<file path="src/design/ohr_pkg.sv">
package ohr_pkg;

  typedef struct packed {
    logic [15:0] sample;
    logic [31:0] timestamp_ms;
  } ohr_in_t;

  typedef struct packed {
    logic [7:0]  heart_rate;
    logic        beat_active;
    logic [15:0] baseline_level;
    logic [15:0] smoothed_sample;
  } ohr_out_t;

  // front -> back work item
  typedef struct packed {
    logic        new_beat;
    logic        check_loss;
    logic [31:0] ts;
    logic        beat_active;
    logic [15:0] baseline_level;
    logic [15:0] smoothed_sample;
  } ohr_job_t;

  localparam int unsigned CfgIdxW = 3;
  localparam int unsigned CfgDataW = 16;

  localparam logic [CfgIdxW-1:0] REG_SIG_THR   = 3'd0;
  localparam logic [CfgIdxW-1:0] REG_SIG_HYST  = 3'd1;
  localparam logic [CfgIdxW-1:0] REG_NOISE_THR = 3'd2;
  localparam logic [CfgIdxW-1:0] REG_NEG_NOISE = 3'd3;
  localparam logic [CfgIdxW-1:0] REG_DEBOUNCE  = 3'd4;
  localparam logic [CfgIdxW-1:0] REG_AUTO_RST  = 3'd5;
  localparam logic [CfgIdxW-1:0] REG_LOW_RST   = 3'd6;
  localparam logic [CfgIdxW-1:0] REG_LOSS_TO   = 3'd7;

  localparam logic [31:0] RateNum = 32'd60000;
  localparam logic [7:0]  RateMin = 8'd40;
  localparam logic [7:0]  RateMax = 8'd200;

endpackage

</file>
<file path="src/design/ohr_front.sv">
module ohr_front (
  input  logic                clk_i,
  input  logic                rst_ni,
  input  logic                go_i,
  input  ohr_pkg::ohr_in_t    in_i,
  input  logic [15:0]         sig_thr_i,
  input  logic [15:0]         sig_hyst_i,
  input  logic [15:0]         noise_thr_i,
  input  logic [15:0]         neg_noise_i,
  input  logic [7:0]          debounce_i,
  input  logic [7:0]          auto_rst_i,
  input  logic [7:0]          low_rst_i,
  output ohr_pkg::ohr_job_t   job_o
);
  import ohr_pkg::*;

  logic [15:0] smooth_q, base_q;
  logic        first_q, valid_q, armed_q, edge_q;
  logic [7:0]  low_ctr_q, auto_ctr_q, deb_ctr_q;

  logic [15:0] sm, base_d, diff;
  logic        first_d, valid_d, armed_d;
  logic [7:0]  low_ctr_d, auto_ctr_d, deb_ctr_d;
  logic [18:0] acc6;
  logic [39:0] prod;

  always_comb begin
    acc6 = {3'b0, smooth_q} * 19'd6 + {3'b0, in_i.sample};
    // divide by 7: multiply by ceil(2^k/7) with k=22, exact for acc < 2^19
    prod = {21'b0, acc6} * 40'd599187;
    sm = prod[37:22];
    base_d = base_q; first_d = first_q; valid_d = valid_q; armed_d = armed_q;
    low_ctr_d = low_ctr_q; auto_ctr_d = auto_ctr_q; deb_ctr_d = deb_ctr_q;
    diff = '0;
    if (first_q) begin
      base_d = sm;
      first_d = 1'b0;
    end else if (sm >= base_q) begin
      low_ctr_d = '0;
      diff = sm - base_q;
      if (diff > noise_thr_i) begin
        if (diff >= sig_thr_i || (diff >= sig_hyst_i && valid_q)) begin
          if (diff >= sig_thr_i && armed_q) begin
            deb_ctr_d = deb_ctr_q + 8'd1;
            if (deb_ctr_d >= debounce_i) begin
              valid_d = 1'b1;
              armed_d = 1'b0;
            end
          end
          auto_ctr_d = auto_ctr_q + 8'd1;
          if (auto_ctr_d >= auto_rst_i) begin
            base_d = sm;
            auto_ctr_d = '0; deb_ctr_d = '0; valid_d = 1'b0; armed_d = 1'b1;
          end
        end else begin
          auto_ctr_d = '0; deb_ctr_d = '0; valid_d = 1'b0; armed_d = 1'b1;
        end
      end else begin
        base_d = base_q + {3'b0, diff[15:3]};
        auto_ctr_d = '0; deb_ctr_d = '0; valid_d = 1'b0; armed_d = 1'b1;
      end
    end else begin
      auto_ctr_d = '0; deb_ctr_d = '0; valid_d = 1'b0; armed_d = 1'b1;
      diff = base_q - sm;
      if (diff > neg_noise_i) begin
        low_ctr_d = low_ctr_q + 8'd1;
        if (low_ctr_d >= low_rst_i) begin
          base_d = sm;
          low_ctr_d = '0;
        end
      end else begin
        base_d = base_q - {3'b0, diff[15:3]};
        low_ctr_d = '0;
      end
    end
    job_o.new_beat        = valid_d && !edge_q;
    job_o.check_loss      = !valid_d;
    job_o.ts              = in_i.timestamp_ms;
    job_o.beat_active     = valid_d;
    job_o.baseline_level  = base_d;
    job_o.smoothed_sample = sm;
  end

  always_ff @(posedge clk_i or negedge rst_ni) begin
    if (!rst_ni) begin
      smooth_q <= '0; base_q <= '0; first_q <= 1'b1; valid_q <= 1'b0;
      armed_q <= 1'b1; edge_q <= 1'b0;
      low_ctr_q <= '0; auto_ctr_q <= '0; deb_ctr_q <= '0;
    end else if (go_i) begin
      smooth_q <= sm; base_q <= base_d; first_q <= first_d;
      valid_q <= valid_d; armed_q <= armed_d; edge_q <= valid_d;
      low_ctr_q <= low_ctr_d; auto_ctr_q <= auto_ctr_d; deb_ctr_q <= deb_ctr_d;
    end
  end

endmodule

</file>
<file path="src/design/ohr_queue.sv">
module ohr_queue #(
  parameter int unsigned Depth = 2
) (
  input  logic              clk_i,
  input  logic              rst_ni,
  input  logic              wr_i,
  input  ohr_pkg::ohr_job_t wdata_i,
  output logic              full_o,
  input  logic              rd_i,
  output ohr_pkg::ohr_job_t rdata_o,
  output logic              empty_o
);
  import ohr_pkg::*;

  localparam int unsigned AW = (Depth > 1) ? $clog2(Depth) : 1;

  ohr_job_t        mem_q [Depth];
  logic [AW-1:0]   wp_q, rp_q;
  logic [AW:0]     cnt_q;

  assign full_o  = (cnt_q == (AW+1)'(Depth));
  assign empty_o = (cnt_q == '0);
  assign rdata_o = mem_q[rp_q];

  always_ff @(posedge clk_i) begin
    if (wr_i && !full_o) mem_q[wp_q] <= wdata_i;
  end

  always_ff @(posedge clk_i or negedge rst_ni) begin
    if (!rst_ni) begin
      wp_q <= '0; rp_q <= '0; cnt_q <= '0;
    end else begin
      if (wr_i && !full_o)
        wp_q <= (wp_q == AW'(Depth-1)) ? '0 : wp_q + AW'(1);
      if (rd_i && !empty_o)
        rp_q <= (rp_q == AW'(Depth-1)) ? '0 : rp_q + AW'(1);
      cnt_q <= cnt_q + (AW+1)'(wr_i && !full_o) - (AW+1)'(rd_i && !empty_o);
    end
  end

endmodule

</file>
<file path="src/design/ohr_back.sv">
module ohr_back #(
  parameter int unsigned WindowBeats = 40
) (
  input  logic               clk_i,
  input  logic               rst_ni,
  input  logic               job_valid_i,
  input  ohr_pkg::ohr_job_t  job_i,
  output logic               job_take_o,
  input  logic [15:0]        loss_to_i,
  output logic               empty_o,
  output ohr_pkg::ohr_out_t  out_o,
  input  logic               pop_i
);
  import ohr_pkg::*;

  localparam int unsigned SW = $clog2(WindowBeats);
  localparam int unsigned NW = $clog2(WindowBeats + 1);

  localparam logic [2:0] ST_IDLE = 3'd0;
  localparam logic [2:0] ST_RD   = 3'd1;
  localparam logic [2:0] ST_MUL  = 3'd2;
  localparam logic [2:0] ST_DIV  = 3'd3;
  localparam logic [2:0] ST_FIN  = 3'd4;

  logic [2:0]    st_q;
  logic [31:0]   times_q [WindowBeats];
  logic [31:0]   rd_q;
  logic [NW-1:0] n_q;
  logic [SW-1:0] old_q;
  logic [7:0]    ha_q, hb_q, rate_q;
  logic [31:0]   last_q;
  ohr_job_t      job_q;
  logic          full_q;
  ohr_out_t      res_q;
  logic [31:0]   span_q, quo_q;
  logic [37:0]   num_q;
  logic [31:0]   rem_q;
  logic [5:0]    bit_q;

  logic [SW-1:0] wslot;
  logic [SW:0]   wsum;
  logic [32:0]   trial;
  logic [7:0]    lo, hi, med, raw;

  assign empty_o = !full_q;
  assign out_o   = res_q;
  assign job_take_o = (st_q == ST_IDLE) && job_valid_i;

  always_comb begin
    wsum  = {1'b0, old_q} + (SW+1)'(n_q - NW'(1));
    wslot = (wsum >= (SW+1)'(WindowBeats)) ? SW'(wsum - (SW+1)'(WindowBeats)) : wsum[SW-1:0];
    trial = {rem_q, num_q[37]} - {1'b0, span_q};
    raw   = quo_q[7:0];
    lo    = (ha_q < hb_q) ? ha_q : hb_q;
    hi    = (ha_q < hb_q) ? hb_q : ha_q;
    if (hi > raw) hi = raw;
    med   = (lo > hi) ? lo : hi;
  end

  // a single-entry window reads back the time written in the same cycle
  always_ff @(posedge clk_i) begin
    if (st_q == ST_IDLE && job_valid_i && job_i.new_beat) times_q[wslot] <= job_i.ts;
    if (st_q == ST_IDLE)
      rd_q <= (job_valid_i && job_i.new_beat && wslot == old_q) ? job_i.ts : times_q[old_q];
  end

  always_ff @(posedge clk_i or negedge rst_ni) begin
    if (!rst_ni) begin
      st_q <= ST_IDLE; n_q <= NW'(1); old_q <= '0;
      ha_q <= '0; hb_q <= '0; rate_q <= '0; last_q <= '0; full_q <= 1'b0;
      job_q <= '0; res_q <= '0; span_q <= '0; num_q <= '0; rem_q <= '0;
      quo_q <= '0; bit_q <= '0;
    end else begin
      if (pop_i && full_q && st_q != ST_FIN) full_q <= 1'b0;
      case (st_q)
        ST_IDLE: begin
          if (job_valid_i) begin
            job_q <= job_i;
            if (job_i.new_beat) st_q <= ST_RD;
            else st_q <= ST_FIN;
            if (job_i.beat_active) last_q <= job_i.ts;
          end
        end
        ST_RD: begin
          span_q <= job_q.ts - rd_q;
          st_q   <= ST_MUL;
        end
        ST_MUL: begin
          num_q <= 38'(RateNum * 32'(n_q - NW'(1)));
          rem_q <= '0; quo_q <= '0; bit_q <= 6'd38;
          st_q  <= ST_DIV;
          if (n_q < NW'(WindowBeats)) n_q <= n_q + NW'(1);
          else old_q <= (old_q == SW'(WindowBeats-1)) ? '0 : old_q + SW'(1);
        end
        ST_DIV: begin
          // restoring division, one quotient bit a cycle; zero span gives 0
          if (span_q == '0) begin
            st_q <= ST_FIN;
          end else begin
            if (!trial[32]) begin
              rem_q <= trial[31:0]; quo_q <= {quo_q[30:0], 1'b1};
            end else begin
              rem_q <= {rem_q[30:0], num_q[37]}; quo_q <= {quo_q[30:0], 1'b0};
            end
            num_q <= {num_q[36:0], 1'b0};
            bit_q <= bit_q - 6'd1;
            if (bit_q <= 6'd1) st_q <= ST_FIN;
          end
        end
        ST_FIN: begin
          if (!full_q || pop_i) begin
            logic [7:0] r;
            r = rate_q;
            if (job_q.new_beat) begin
              r = (med < RateMin || med > RateMax) ? 8'd0 : med;
              ha_q <= hb_q; hb_q <= raw;
            end else if (job_q.check_loss && (job_q.ts - last_q) > {16'b0, loss_to_i}) begin
              ha_q <= '0; hb_q <= '0; r = '0; n_q <= NW'(1);
            end
            rate_q <= r;
            res_q.heart_rate      <= r;
            res_q.beat_active     <= job_q.beat_active;
            res_q.baseline_level  <= job_q.baseline_level;
            res_q.smoothed_sample <= job_q.smoothed_sample;
            full_q <= 1'b1;
            st_q   <= ST_IDLE;
          end
        end
        default: st_q <= ST_IDLE;
      endcase
    end
  end

endmodule

</file>
<file path="src/design/optical_heart_rate_detector_core.sv">
// Optical heart-rate detector core.
// Input channel: push_i/full_o carry one item (sample, timestamp_ms). An item
// is taken when push_i is high and full_o low. The front stage smooths the
// sample, tracks the baseline and debounces beats in the accepting cycle,
// then hands a job to a two-entry queue.
// Result channel: empty_o/pop_i. The oldest result sits on result_o while
// empty_o is low; pop_i takes it.
// Flow: a plain sample passes through the queue and the back stage's job
// register into the result register. An item that starts a beat runs a
// 38-step serial divider in the back stage (60000*(n-1)/span), skipped when
// the span is zero; the back stage takes no new item from the queue until
// the current one has reached the result register.
// A stalled receiver holds the back stage in its finish step; the queue then
// fills and full_o rises. Beat times live in a WindowBeats-deep window that
// needs no clearing: an entry is always written before it is read.
// Reset (rst_ni low) returns registers to their defaults and control state to
// the power-on values; the window, queue entries and window read register keep their contents.
// Configuration writes via cfg_we_i/cfg_idx_i/cfg_data_i while idle.
module optical_heart_rate_detector_core #(
  parameter int unsigned WindowBeats = 40
) (
  input  logic                          clk_i,
  input  logic                          rst_ni,
  input  logic                          push_i,
  input  ohr_pkg::ohr_in_t              item_i,
  output logic                          full_o,
  output logic                          empty_o,
  input  logic                          pop_i,
  output ohr_pkg::ohr_out_t             result_o,
  input  logic                          cfg_we_i,
  input  logic [ohr_pkg::CfgIdxW-1:0]   cfg_idx_i,
  input  logic [ohr_pkg::CfgDataW-1:0]  cfg_data_i
);
  import ohr_pkg::*;

  logic [15:0] sig_thr_q, sig_hyst_q, noise_q, neg_noise_q, loss_q;
  logic [7:0]  deb_q, auto_q, low_q;

  always_ff @(posedge clk_i or negedge rst_ni) begin
    if (!rst_ni) begin
      sig_thr_q <= 16'd5000; sig_hyst_q <= 16'd4500; noise_q <= 16'd1500;
      neg_noise_q <= 16'd1500; deb_q <= 8'd10; auto_q <= 8'd150;
      low_q <= 8'd25; loss_q <= 16'd3000;
    end else if (cfg_we_i) begin
      case (cfg_idx_i)
        REG_SIG_THR:   sig_thr_q   <= cfg_data_i;
        REG_SIG_HYST:  sig_hyst_q  <= cfg_data_i;
        REG_NOISE_THR: noise_q     <= cfg_data_i;
        REG_NEG_NOISE: neg_noise_q <= cfg_data_i;
        REG_DEBOUNCE:  deb_q       <= cfg_data_i[7:0];
        REG_AUTO_RST:  auto_q      <= cfg_data_i[7:0];
        REG_LOW_RST:   low_q       <= cfg_data_i[7:0];
        REG_LOSS_TO:   loss_q      <= cfg_data_i;
        default: ;
      endcase
    end
  end

  ohr_job_t fjob, qjob;
  logic     q_empty, take;
  logic     go;

  assign go = push_i && !full_o;

  ohr_front u_front (
    .clk_i, .rst_ni, .go_i(go), .in_i(item_i),
    .sig_thr_i(sig_thr_q), .sig_hyst_i(sig_hyst_q), .noise_thr_i(noise_q),
    .neg_noise_i(neg_noise_q), .debounce_i(deb_q), .auto_rst_i(auto_q),
    .low_rst_i(low_q), .job_o(fjob)
  );

  ohr_queue #(.Depth(2)) u_queue (
    .clk_i, .rst_ni, .wr_i(push_i), .wdata_i(fjob), .full_o(full_o),
    .rd_i(take), .rdata_o(qjob), .empty_o(q_empty)
  );

  ohr_back #(.WindowBeats(WindowBeats)) u_back (
    .clk_i, .rst_ni, .job_valid_i(!q_empty), .job_i(qjob), .job_take_o(take),
    .loss_to_i(loss_q), .empty_o(empty_o), .out_o(result_o), .pop_i(pop_i)
  );

endmodule

</file>
<file path="config.mk">
export PLATFORM = sky130hd
export DESIGN_NAME = optical_heart_rate_detector_core
export DESIGN_NICKNAME = d
export VERILOG_FILES = /design/src/design/ohr_pkg.sv /design/src/design/ohr_front.sv /design/src/design/ohr_queue.sv /design/src/design/ohr_back.sv /design/src/design/optical_heart_rate_detector_core.sv
export SDC_FILE = /design/constraint.sdc
export NUM_CORES = 2
export LEC_CHECK = 0
export CAP_MARGIN = 25
export CORE_MARGIN = 8
export CORE_UTILIZATION = 50
export DETAILED_ROUTE_END_ITERATION = 10
export DONT_BUFFER_PORTS = 1
export PLACE_DENSITY = 0.65
export RECOVER_POWER = 25
export SYNTH_ARGS = -nofsm -noshare
export SYNTH_HDL_FRONTEND = slang
export SYNTH_HIERARCHICAL = 1
export SYNTH_SLANG_ARGS = --single-unit
</file>
<file path="constraint.sdc">
create_clock -name clk_i -period 16.18 [get_ports clk_i]
set_input_delay 3.236 -clock clk_i [delete_from_list [all_inputs] [get_ports clk_i]]
set_output_delay 3.236 -clock clk_i [all_outputs]
set_load 0.005 [all_outputs]
</file>
## Word level (Yosys, flattened, before mapping)

Memory sizes are Yosys's and may differ from the RTL's. A register that Yosys moved wholly into a read port is not among the register bits.
Cells that the tools add are included.
Widths: inputs -> output; s select.

| word-level totals | value |
|---|---|
| logic and storage cells | 228 |
| bits in writable memories | 1414 |
| bits of input ports | 72 |
| register bits after elaboration | 455 |
| memories | 2 |
| output and inout bits | 43 |

| cells by class | value |
|---|---|
| reductions and logical operators | 44 |
| order comparisons | 17 |
| add/sub/neg operators | 22 |
| mux-type cells | 73 |
| $mul | 3 |
| eq/ne operators | 23 |
| bitwise logic cells | 3 |

Memories:

| memory | depth | bits a word | read ports | clocked after Yosys merged registers in | wr ports | RTL line | RTL |
|---|---|---|---|---|---|---|---|
| u_back.times_q | 40 | 32 | 1 | 1 | 1 | ohr_back.sv:26 | `logic [31:0] times_q [WindowBeats];` |
| u_queue.mem_q | 2 | 67 | 1 | 0 | 1 | ohr_queue.sv:17 | `ohr_job_t mem_q [Depth];` |

Operators with widths:

| kind | count |
|---|---|
| $mux 8 | 22 |
| $mux 16 | 7 |
| $pmux 38 s2 | 1 |
| $mux 32 | 2 |
| $pmux 32 s2 | 1 |
| $sub 32x32->32 | 2 |
| $ge 16x16->1 | 3 |
| $mux 6 | 7 |
| $mul 19x20->38 const B | 1 |
| $mux 38 | 1 |
| $mul 11x32->33 const A | 1 |
| $sub 33x32->33 | 1 |
| $gt 16x16->1 | 2 |
| $gt 32x16->1 | 1 |
| $logic_not 32->1 | 1 |
| $sub 16x16->16 | 2 |
| $reduce_and 2->1 | 13 |
| $add 8x1->8 const B | 3 |
| $ge 8x8->1 | 3 |
| $pmux 6 s2 | 2 |
| $mux 1 | 23 |
| $add 19x16->19 | 1 |
| $mul 16x2->18 const B | 1 |
| $add 16x13->16 | 1 |
| other kinds (39) | 83 |

## Logic depth before layout (Yosys ltp)

| logic depth | value |
|---|---|
| depth after elaboration | 13 |
| mapped depth | 63 |
| depth with buffers taken out | 62 |

## Hierarchy

Netlist, hierarchy kept.

By module, submodules not included:

| module | instances | area each (um^2) | sequential area each (um^2) | cells an instance |
|---|---|---|---|---|
| ohr_back | 1 | 70304.9 | 46480.8 | 4390 |
| ohr_front | 1 | 14466.4 | 1478.9 | 1761 |
| ohr_queue | 1 | 5131.2 | 4124.0 | 229 |
| optical_heart_rate_detector_core | 1 | 4067.7 | 2652.5 | 230 |

## Least setup slack after synthesis

OpenSTA, ideal clock, no wires.

| timing path | value |
|---|---|
| path kind | input port to flip-flop |
| start | in item_i[33] (netlist name) |
| end | reg u_front.base_q[11] |
| library setup time | 125 ps |
| arrival time | 14854 ps |
| required time | 16055 ps |
| cell stages on the path | 55 |
| path buffers | 1 |
| slack | 1202 ps |
| cell sequence | ha_1 -> inv_1 -> fa_1 -> nor2b_1 -> o21ai_0 -> a21boi_0 -> o21ai_0 -> a21boi_0 -> o21ai_0 -> a21oi_1 -> o41ai_1 -> o21ai_0 -> o21a_1 -> xnor2_1 -> ha_1 -> inv_1 -> fa_1 -> fa_1 -> (+19 left out) -> o21bai_1 -> a21o_1 -> a221o_1 -> a21oi_1 -> o21bai_1 -> xor2_1 -> ha_1 -> nand4_1 -> a2111oi_0 -> a221oi_1 -> o211ai_1 -> a211oi_2 -> nor2_1 -> mux2_2 -> nand2_1 -> o21ai_0 -> a221o_1 -> mux2_2 |

RTL lines:

| element | RTL line | RTL |
|---|---|---|
| start, declared | optical_heart_rate_detector_core.sv:25 | `input ohr_pkg::ohr_in_t item_i,` |
| end signal, assigned | ohr_front.sv:90 | `smooth_q <= sm; base_q <= base_d; first_q <= first_d;` |
| end, declared | ohr_front.sv:17 | `logic [15:0] smooth_q, base_q;` |

==> impl_metrics.tcl <==
set metrics [dict create \
    hold_viol 0 \
    gp_congestion 0.934 \
    finalCriticalPeriod_ps 15330 \
    grt_usage_pct 23.5 \
    cp-end-kind "register" \
    num_vias 56200 \
    rr_worst_depth 55 \
    via_per_inst 6.03 \
    ys_ff_latch 1896 \
    violations "max-capacitance violations, max-slew violations" \
    reg2reg_from "u_front/smooth_q[1]$_DFFE_PN0P_" \
    relSlewSlack_pct -74.2 \
    wl_met2_um 117000 \
    synthCells 6610 \
    setup_viol 0 \
    grt_overflow_total 0 \
    rows 159 \
    worstSkewPairLatency_ps 840 \
    instances_no_fill 9315 \
    worstHoldPathType "reg -> reg" \
    nets 7336 \
    worst_path_max_delay_cell "fa_1" \
    tightestPinTransition_ps 2610 \
    synthArstFlopShare_pct 23.7 \
    seq_area_um2 54700 \
    drc 0 \
    syn2layout_area_growth_pct 10.3 \
    drt_iter0_drc 5447 \
    drive_gt1_share_pct 18.2 \
    port-buffer-count 0 \
    yosysMostFrequentCell "edfxtp_1" \
    yosysWarnings 6 \
    synth_area_leaders "edfxtp_1, dfrtp_1, mux4_2" \
    fillCellCount 15000 \
    dp_hpwl_um 154000 \
    final_antenna_net_count 0 \
    grt_pass1_vias 55700 \
    cts_setup_buffers 0 \
    dpl_worst_slack_ps 22.0 \
    worstSetupPathType "in -> reg" \
    grt_pass1_wl_um 361000 \
    die_w_um 450 \
    start_util_pct 50.2 \
    cp.required_ps 16860 \
    cts_max_path_buffers 3 \
    drtPass1Iterations 8 \
    multi_input_area_um2 36500 \
    cpPeakStageDelay_ps 560 \
    finalClockSkew_ps 38.3 \
    fin_tns_setup_ps 0 \
    slew_violations 1075 \
    die_y_um 450 \
    rsz0062_at_grt "false" \
    min_to "u_back/job_q[17]$_DFFE_PN0P_" \
    die_area_um2 202000 \
    whs_path_depth 2 \
    synth_area_um2 94000 \
    reg2reg_slack_ps 1660 \
    status "finished with violations" \
    cts_buffers 190 \
    cts-root-buf "clkbuf_16" \
    post-route-util_pct 55.4 \
    post-route-period-util_pct 94.8 \
    ys_seq_area_share_pct 58.2 \
    ys_types 113 \
    max-cap-violations 26 \
    synth_top_area_cell "edfxtp_1" \
    cts_tree "done" \
    worstPathArrival_ps 16010 \
    m1WireLength_um 104000 \
    synth_edf_count 1446 \
    wl_met3_um 16200 \
    drt_wl_total_um 244000 \
    placed_cells 8944 \
    fin_ws_ps 848 \
    crit_fanout 28 \
    routed.top_layer "met4" \
    min-delay-start "u_back/job_q[17]$_DFFE_PN0P_" \
    synth_flop_cell "edfxtp_1" \
    fmax_mhz 65.2 \
    synth_area_per_cell_um2 14.2 \
    synth_top_area_share_pct 46.2 \
    startpoint_type "primary input" \
    synth_common_cells "edfxtp_1, nand2_1, ha_1" \
    design.core.area_um2 187000 \
    cts.sinks 1896 \
    ios 115 \
    r2r-end "u_front/base_q[15]$_DFFE_PN0P_" \
    antenna_found_initial 12 \
    h-tree-depth 4 \
    grt_max_degree 451 \
    wire_per_inst_um 26.1 \
    clk_pin_slew_ps 60 \
]
-- layer usage --
metal  global-route usage, %  vias to the layer above
li1                        -                    25000
met3                    3.37                      318
met5                       0                        -
met1                    33.3                    29000
met2                    38.4                     1929
met4                    6.18                        0
-- repair_timing --
action / 4_1_cts / 5_1_grt
setup endpoints to repair: 0 / 14
resized for setup: 0 / 2
hold buffers: 0 / 0
-- worst max-delay path, delay by kind of cell --
kind,cells,cell delay [ps]
compound gates,26,5740
fa+ha+maj,11,3950
simple gates,9,1440
buf+inv,6,950
xor+xnor,3,620
-- placed cells by master, fill, tap and decap left out, types with 47 or more instances in the layout --
cell,count
edfxtp_1,1446
nand2_1,626
ha_1,511
inv_1,486
dfrtp_1,404
mux4_2,384
mux2_2,258
o21ai_0,212
clkbuf_16,198
a21oi_1,188
nor2_1,182
nand3_1,138
xnor2_1,134
buf_4,122
fa_1,105
a21o_1,100
xor2_1,87
and3_1,70
nor3_1,66
a31oi_1,61
o21a_1,50
nand2b_1,47
-- cell families (layout without fill, tap and decap cells) --
kind of cell | after synthesis | in the layout | share of synthesized area [%]
compound gates | 988 | 988 | 7.06
xor+xnor | 223 | 223 | 2.09
fa+ha+maj | 616 | 616 | 9.04
buf+inv | 777 | 977 | 3.36
flops | 1896 | 1896 | 58.2
mux | 717 | 717 | 13.3
other cells | 1 | 11 | 0.00399
simple gates | 1392 | 1392 | 6.92
-- area by class of cell --
cell class	count	share of cell area (%)
Clock buffer	244	5.05
Multi-Input combinational cell	3938	35.2
Timing Repair Buffer	133	0.988
Inverter	489	1.78
Sequential cell	1896	52.8
Antenna cell	9	0.0217
Clock inverter	111	1.15
Tap cell	2495	3.01
-- stage by stage --
stage	hold WS, ps	instance area [µm²]
finish	477	104000
global placement	458	97100
CTS	482	104000
global route	502	104000
detailed placement	463	97200
floorplan	442	94000
-- registers in the layout (all words and copies together) (netlist names), 33 cells and up --
register and count:
u_back/times_q 1280, u_queue/mem_q 134, u_back/job_q 67, u_back/out_o 41, u_back/num_q 33
-- how the worst max path moves through the flow --
| stage | from | end | slack (ps) |
|---|---|---|---|
| 3_5_place_dp | item_i[33] | u_front/base_q[15]$_DFFE_PN0P_ | 20 |
| 3_3_place_gp | item_i[33] | u_front/base_q[15]$_DFFE_PN0P_ | 240 |
| 2_1_floorplan | item_i[33] | u_front/base_q[11]$_DFFE_PN0P_ | 1200 |
| 4_1_cts | item_i[33] | u_front/base_q[15]$_DFFE_PN0P_ | 840 |
| 5_1_grt | item_i[33] | u_front/base_q[15]$_DFFE_PN0P_ | 80 |
| 6_report | item_i[33] | u_front/base_q[15]$_DFFE_PN0P_ | 850 |
Power is left out: the tool's default activity adds up to more than one toggle a clock period on the data nets, which glitch-free logic cannot reach.
